File: src/prbs_pkg.sv
// ----------------------------------------------------------------------------
// prbs_pkg
// Shared types, constants and the tap mask table of the prbs generator.
// ----------------------------------------------------------------------------
package prbs_pkg;

    localparam int MAX_LENGTH_DEF = 64;
    localparam int LEN_W          = 7;
    localparam int SEED_W         = 32;
    localparam int CFG_IDX_W      = 1;
    localparam int CFG_DATA_W     = 32;
    localparam int TAP_W          = 64;

    // configuration register indexes
    localparam logic [CFG_IDX_W-1:0] REG_LENGTH = 1'd0;
    localparam logic [CFG_IDX_W-1:0] REG_SEED   = 1'd1;

    // controls shared by every cell of the chain
    typedef struct packed {
        logic step;
        logic reload;
        logic top;
    } t_cell_ctrl;

    function automatic logic [TAP_W-1:0] tap_mask(input logic [LEN_W-1:0] len);
        logic [TAP_W-1:0] m;
        case (len)
            7'd5:    m = 64'd2;
            7'd8:    m = 64'd14;
            7'd9:    m = 64'd8;
            7'd10:   m = 64'd4;
            7'd11:   m = 64'd2;
            7'd12:   m = 64'd41;
            7'd13:   m = 64'd13;
            7'd14:   m = 64'd21;
            7'd16:   m = 64'd20488;
            7'd17:   m = 64'd8192;
            7'd18:   m = 64'd132096;
            7'd19:   m = 64'd35;
            7'd20:   m = 64'd65536;
            7'd21:   m = 64'd262144;
            7'd22:   m = 64'd1048576;
            7'd23:   m = 64'd131072;
            7'd24:   m = 64'd6356992;
            7'd25:   m = 64'd2097152;
            7'd26:   m = 64'd35;
            7'd27:   m = 64'd19;
            7'd28:   m = 64'd16777216;
            7'd29:   m = 64'd67108864;
            7'd30:   m = 64'd41;
            7'd31:   m = 64'd134217728;
            7'd32:   m = 64'd2097155;
            7'd33:   m = 64'd524288;
            7'd34:   m = 64'd67108867;
            7'd35:   m = 64'd4294967296;
            7'd36:   m = 64'd16777216;
            7'd37:   m = 64'd31;
            7'd38:   m = 64'd49;
            7'd39:   m = (64'd1 << 34);
            7'd40:   m = (64'd1 << 37) | (64'd1 << 20) | (64'd1 << 18);
            7'd41:   m = (64'd1 << 37);
            7'd42:   m = (64'd1 << 40) | (64'd1 << 19) | (64'd1 << 18);
            7'd43:   m = (64'd1 << 41) | (64'd1 << 37) | (64'd1 << 36);
            7'd44:   m = (64'd1 << 42) | (64'd1 << 17) | (64'd1 << 16);
            7'd45:   m = (64'd1 << 43) | (64'd1 << 41) | (64'd1 << 40);
            7'd46:   m = (64'd1 << 44) | (64'd1 << 25) | (64'd1 << 24);
            7'd47:   m = (64'd1 << 41);
            7'd48:   m = (64'd1 << 46) | (64'd1 << 20) | (64'd1 << 19);
            7'd49:   m = (64'd1 << 39);
            7'd50:   m = (64'd1 << 48) | (64'd1 << 23) | (64'd1 << 22);
            7'd51:   m = (64'd1 << 49) | (64'd1 << 35) | (64'd1 << 34);
            7'd52:   m = (64'd1 << 48);
            7'd53:   m = (64'd1 << 51) | (64'd1 << 37) | (64'd1 << 36);
            7'd54:   m = (64'd1 << 52) | (64'd1 << 17) | (64'd1 << 16);
            7'd55:   m = (64'd1 << 30);
            7'd56:   m = (64'd1 << 54) | (64'd1 << 34) | (64'd1 << 33);
            7'd57:   m = (64'd1 << 48) | (64'd1 << 23) | (64'd1 << 22);
            7'd58:   m = (64'd1 << 49);
            7'd59:   m = (64'd1 << 57) | (64'd1 << 37) | (64'd1 << 36);
            7'd60:   m = (64'd1 << 58);
            7'd61:   m = (64'd1 << 59) | (64'd1 << 45) | (64'd1 << 44);
            7'd62:   m = (64'd1 << 60) | (64'd1 << 5) | (64'd1 << 4);
            7'd63:   m = (64'd1 << 61);
            7'd64:   m = (64'd1 << 62) | (64'd1 << 60) | (64'd1 << 59);
            default: m = 64'd1;
        endcase
        return m;
    endfunction

endpackage

File: src/prbs_cell.sv
// ----------------------------------------------------------------------------
// prbs_cell
// One bit of the shift register: takes its neighbor's bit, xors in a tap.
// ----------------------------------------------------------------------------
module prbs_cell
    import prbs_pkg::*;
(
    input  logic       i_clk,
    input  logic       i_rst_n,
    input  t_cell_ctrl i_ctrl,
    input  logic       i_seed_bit,
    input  logic       i_keep,
    input  logic       i_tap,
    input  logic       i_prev_bit,
    output logic       o_bit
);

    logic r_bit;
    logic n_bit;

    // bit as seen by this step: seed on reload, cleared above the length
    assign o_bit = i_keep & (i_ctrl.reload ? i_seed_bit : r_bit);
    assign n_bit = i_keep & (i_prev_bit ^ (i_ctrl.top & i_tap));

    always_ff @(posedge i_clk) begin
        if (!i_rst_n) begin
            r_bit <= 1'b0;
        end else if (i_ctrl.step) begin
            r_bit <= n_bit;
        end
    end

endmodule

File: config.mk
export PLATFORM = sky130hd
export DESIGN_NAME = prbs_cell
export DESIGN_NICKNAME = d
export VERILOG_FILES = /design/src/prbs_pkg.sv /design/src/prbs_cell.sv
export SDC_FILE = /design/constraint.sdc
export NUM_CORES = 1
export LEC_CHECK = 0
export BUFFER_PORTS_ARGS = -buffer_cell sky130_fd_sc_hd__buf_2
export CELL_PAD_IN_SITES_DETAIL_PLACEMENT = 0
export CELL_PAD_IN_SITES_GLOBAL_PLACEMENT = 1
export CORE_AREA = 2 2 39 41
export CTS_CLUSTER_SIZE = 12
export DETAILED_ROUTE_END_ITERATION = 6
export DIE_AREA = 0 0 41 43
export GPL_TIMING_DRIVEN = 0
export HOLD_SLACK_MARGIN = 0.02
export PLACE_DENSITY = 0.39
export SYNTH_ARGS = -nofsm -noshare
export SYNTH_HDL_FRONTEND = slang
export SYNTH_SLANG_ARGS = --single-unit
File: constraint.sdc
create_clock -name i_clk -period 0.8 [get_ports i_clk]
set_input_delay 0.12 -clock i_clk [delete_from_list [all_inputs] [get_ports i_clk]]
set_output_delay 0.12 -clock i_clk [all_outputs]
set_load 0.01 [all_outputs]
==> results by group, run 1 <==
Floorplanning
  – Die width: 41 um
  – Die area: 0.00176 sq mm
  – # IOs: 10
  – Die height: 43 um
  – Core ar.: 0.00138 sq mm
  – Starting Density: 4.79%
  – Rows: 14

Synth
  – Yosys reg bits: 1
  – Syn nets: 17
  – Synth warn: 0
  – Synth unique cells: 8
  – Mapped Area: 66.3 sq um
  – Mapped Cells: 8
  – Post-synthesis sequential area ratio: 30.2%
  – Avg Cell Area, Syn: 8.29 sq um

Setup path
  – Crit Path Max Fanout: 2
  – Max incr delay on CP: 0.32 ns
  – Reg2reg end: r_bit$_SDFFE_PN0P_
  – Crit path DAT: 0.63 ns
  – Worst path cell trace: mux2i_1, nor2b_1, buf_2
  – Buf/Inv on CP: 1
  – Worst EP required: 0.68 ns
  – Crit Path Class: flop to primary output
  – Worst Setup SP: r_bit$_SDFFE_PN0P_
  – CP endpoint kind: primary output
  – Reg2Reg Setup Slack: 0.25 ns
  – Worst r2r src: r_bit$_SDFFE_PN0P_
  – Critical path's slowest cell: dfxtp_1
  – CP top delay family: flip-flops
  – Critical Path Source Type: flop
  – Worst R2R Path Depth: 2

Final layout
  – Layout cell share with drive strength beyond 1: 52.9%
  – Filler cells: 161
  – Max FFs per register: 1
  – Top reg by flops: r_bit
  – Top Registers: r_bit: 1 flops
  – Layout area overhead: 98.1%
  – Most common cell after layout, fill and taps aside: buf_2
  – Final nets: 28
  – Diode count: 0
  – Finished Layout Cells: 33

GRT
  – Initial antenna violation count: 0
  – Largest net degree at the start of global routing: 3
  – Total GRT Usage: 2.10%
  – GRT overflow: 0
  – Number of global-route vias before repair: 65
  – First-pass GRT wire length: 269 um

Timing
  – Pins Over Slew Limit: 0
  – Final min period: 0.748 ns
  – Hold Fails Final Rpt: 0
  – Max-slew headroom: 92.2%
  – Worst-margin pin slew: 0.113 ns
  – WHS: 0.376 ns
  – Tcrit/Tclk final: 93.5%
  – Setup TNS: 0 ns
  – Setup Skew: 0 ns
  – RSZ-0062 raised after global routing: no
  – Max Freq: 1340 MHz
  – Final Setup Violations: 0

Hold path
  – Hold_sp: i_rst_n
  – Hold Crit Class: input pin to flop
  – Hold path cells: 3
  – Hold EP: r_bit$_SDFFE_PN0P_

Clocking
  – # hold bufs at CTS: 0
  – Clock transition at path regs: 0 ns
  – Setup Fix Bufs, Post-CTS: 0
  – Clock Latency Late Sink: 0 ns
  – Post_cts resized: 0

Power and ir drop
  – Cell Pwr Density: 710 mW/mm^2
  – Pleak: 0.0617 nW
  – VDD IR-drop max: 0.234 mV

Route
  – First-pass iteration count of the detailed router: 1
  – Via count: 85
  – Final WL: 216 um
  – Average vias per placed instance: 2.58
  – Routed Antenna Nets: 0
  – DR WL/cell: 6.55 um
  – Post-route DRC: 0
  – Initial drt markers: 0

Placement
  – Placed cells: 33
  – Buffers on Ports: 9
  – Gp weighted congestion: 0.503

Job
  – Max Cap Violations: 0

Status
  – Status: complete, no violations
## Yosys cell counts
cell / count / area [sq um]
nor2b_1: 1 / 6.26
nand3b_1: 1 / 7.51
mux2i_1: 1 / 10.0
nand2_1: 1 / 3.75
xor2_1: 1 / 8.76
o21ai_1: 1 / 5.00
dfxtp_1: 1 / 20.0
nand3_1: 1 / 5.00
## worst max-delay path by stage
stage | to | slack [ns] | cells past startpoint
floorplan | o_bit | 0.13 | 2
global placement | o_bit | 0.07 | 3
detailed placement | o_bit | 0.05 | 3
CTS | o_bit | 0.05 | 3
global route | o_bit | 0.004 | 3
finish | o_bit | 0.05 | 3
## where the power goes
part	total [mW]	switching (mW)	internal [mW]
clock	0	0	0
sequential	0.0548	0.00143	0.0534
combinational	0.0386	0.0149	0.0237
## final cells by class
| type | instances | area (sq um) | area share [%] |
|---|---|---|---|
| Multi-Input combinational cell | 7 | 46.3 | 35.2 |
| Sequential cell | 1 | 20.0 | 15.2 |
| Tap cell | 16 | 20.0 | 15.2 |
| Timing Repair Buffer | 9 | 45.0 | 34.3 |
## worst register-to-register path: stages, from the launching register on
cell and delay [ns]:
dfxtp_1 0.29, nand3b_1 0.07, o21ai_1 0.06
## routing by layer
metal  up-vias  global-route usage [%]  wire (um)
li1         46                       -          -
met1        29                    3.82        116
met2        10                    2.50         50
met3         0                   0.524         49
met4         0                       0          0
met5         -                       0          0
## cells by family (layout without fill, tap and decap cells)
| group | Yosys count | in the layout | synth area share (%) |
|---|---|---|---|
| and+or+nand+nor | 4 | 4 | 34.0 |
| AOI/OAI and AO/OA | 1 | 1 | 7.54 |
| xor gates and xnor gates | 1 | 1 | 13.2 |
| muxes | 1 | 1 | 15.1 |
| DFF | 1 | 1 | 30.2 |
| buffers and inverters | 0 | 9 | 0 |
## per-stage QoR
| stage | power (mW) | setup slack, ns | util (%) | area, sq um |
|---|---|---|---|---|
| 6_report | 0.0933 | 0.0518 | 9.49 | 131 |
| 3_5_place_dp | 0.0938 | 0.0520 | 9.49 | 131 |
| 5_1_grt | 0.0977 | 0.00386 | 9.49 | 131 |
| 3_3_place_gp | 0.0922 | 0.0676 | 9.49 | 131 |
| 4_1_cts | 0.0939 | 0.0511 | 9.49 | 131 |
| 2_1_floorplan | 0.0684 | 0.129 | - | 66.3 |
Power figures use the tool's default switching activity.
==> inputs of run 2 (changes only) <==
PLACE_DENSITY = default   (was 0.39)
PLACE_DENSITY_LB_ADDON = 0.15   (was default)
REMOVE_ABC_BUFFERS = 1   (was default)
==> run 2 against run 1 <==
Effect of this change:
- sequential power is essentially flat
- critical endpoint unchanged
- via count increased by 3.5%
- highest routed layer unchanged
- global-route usage hardly changed
- first-iteration DRC count increased by 1
- sequential cell count stayed put
==> results by group, run 2 (same netlist as run 1, synthesis figures left out) <==
Final layout
  – Layout cell share with drive strength beyond 1: 58.8% (+5.9 points)
  – Final nets: 28 (unchanged)
  – Top reg by flops: r_bit
  – Diode count: 0 (unchanged)
  – Max FFs per register: 1 (unchanged)
  – Most common cell after layout, fill and taps aside: buf_2
  – Top Registers: r_bit: 1 flops
  – Design area: 133 sq um (+0.95%)
  – Layout area overhead: 100%
  – Finished Layout Cells: 33 (unchanged)

Timing
  – Hold Fails Final Rpt: 0 (unchanged)
  – Worst Slack Setup Final: 0.0784 ns (+0.0267 ns)
  – Max Freq: 1390 MHz (+3.7%)
  – Final min period: 0.722 ns (-0.0267 ns)
  – Pins Over Slew Limit: 0 (unchanged)
  – Tcrit/Tclk final: 90.2% (-3.3 points)
  – Max-slew headroom: 91.7% (-0.51 points)
  – Setup TNS: 0 ns (unchanged)
  – Final Setup Violations: 0 (unchanged)
  – Worst-margin pin slew: 0.121 ns (+0.00742 ns)
  – RSZ-0062 raised after global routing: no
  – Setup Skew: 0 ns (unchanged)

GRT
  – GRT overflow: 0 (unchanged)
  – Total GRT Usage: 2.10% (-0.0021 points)
  – Number of global-route vias before repair: 82 (+26%)
  – First-pass GRT wire length: 282 um (+4.8%)
  – Grt peak-use layer: met2
  – GRT met3 Usage: 0.524% (unchanged)
  – Largest net degree at the start of global routing: 3 (unchanged)
  – GRT met2 Usage: 3.44% (+0.94 points)
  – Initial antenna violation count: 0 (unchanged)
  – Met1 Use GR: 2.86% (-0.96 points)

Setup path
  – Crit Path Class: flop to primary output
  – Worst EP required: 0.68 ns (about the same)
  – Critical Path Source Type: flop
  – CP endpoint kind: primary output
  – Crit path DAT: 0.60 ns (-0.03 ns)
  – Crit Path Max Fanout: 2 (unchanged)

Route
  – Via count: 88 (+3.5%)
  – DR WL/cell: 5.15 um (-21%)
  – Average vias per placed instance: 2.67 (+3.5%)
  – Routed Antenna Nets: 0 (unchanged)
  – Initial drt markers: 1 (+1)
  – Post-route DRC: 0 (unchanged)
  – First-pass iteration count of the detailed router: 2 (+1)
  – Final WL: 170 um (-21%)

Power and ir drop
  – Cell Pwr Density: 705 mW/mm^2 (-0.80%)
  – Pleak: 0.0622 nW (+0.71%)
  – VDD IR-drop max: 0.0870 mV (-63%)

Floorplanning
  – Die height: 43 um (unchanged)
  – Core ar.: 0.00138 sq mm (unchanged)
  – Die width: 41 um (unchanged)
  – Die area: 0.00176 sq mm (unchanged)
  – # IOs: 10 (unchanged)
  – Starting Density: 4.79% (unchanged)
  – Rows: 14 (unchanged)

Hold path
  – Hold Crit Class: input pin to flop

Placement
  – Gp weighted congestion: 0.453 (-9.9%)
  – Buffers on Ports: 9 (unchanged)
  – Placed cells: 33 (unchanged)
  – Post-DP Area: 131 sq um (unchanged)
  – Dpl ws: 0.0676 ns (+0.0156 ns)

Job
  – Max Cap Violations: 0 (unchanged)

Clocking
  – Clock transition at path regs: 0 ns (unchanged)
  – # hold bufs at CTS: 0 (unchanged)
  – Setup Fix Bufs, Post-CTS: 0 (unchanged)
  – Clock Latency Late Sink: 0 ns (unchanged)

Status
  – Status: complete, no violations
[run 2: layout make-up]
cell class              count  area (sq um)
fillers                   158          1250
multi-input cells           7          46.3
flip-flops and latches      1          21.3
well taps                  16          20.0
repair buffers              9          45.0
[run 2: metal layers]
layer / wire length (um) / part of all wire, % / vias up
met3: 60 / 35 / 0
met5: 0 / 0 / -
met4: 0 / 0 / 0
met1: 71 / 42 / 31
li1: - / - / 47
met2: 38 / 22 / 10
[run 2: worst max-delay path, stage by stage (launching register included)]
cell and delay [ns]:
dfxtp_2 0.30, mux2i_1 0.12, nor2b_1 0.05, buf_2 0.13
[run 2: worst paths after layout]
kind | endpoint | start | slack [ns] | cells after the start
max | o_bit | r_bit$_SDFFE_PN0P_ | 0.08 | 3
max reg2reg | r_bit$_SDFFE_PN0P_ | r_bit$_SDFFE_PN0P_ | 0.25 | 2
min reg2reg | r_bit$_SDFFE_PN0P_ | r_bit$_SDFFE_PN0P_ | 0.47 | 2
min | r_bit$_SDFFE_PN0P_ | i_ctrl[2] | 0.38 | 3
[run 2: power breakdown]
part / internal, mW / switching, mW / leakage (nW)
sequential: 0.0538 / 0.00127 / 0.00860
combinational: 0.0237 / 0.0147 / 0.0536
clock: 0 / 0 / 0
total: 0.0775 / 0.0160 / 0.0622
[run 2: through the flow]
stage	utilization, %	hold WS, ns	power (mW)
after detailed placement	9.49	0.380	0.0938
after CTS	9.49	0.383	0.0939
after floorplan	-	0.264	0.0684
final	9.58	0.382	0.0935
after global placement	9.49	0.385	0.0929
after global routing	9.58	0.413	0.101
[run 2: timing repair]
item / CTS / global route
endpoints found under the setup margin: 0 / 1
resized for setup: 0 / 1
endpoints found under the hold margin: 0 / 0
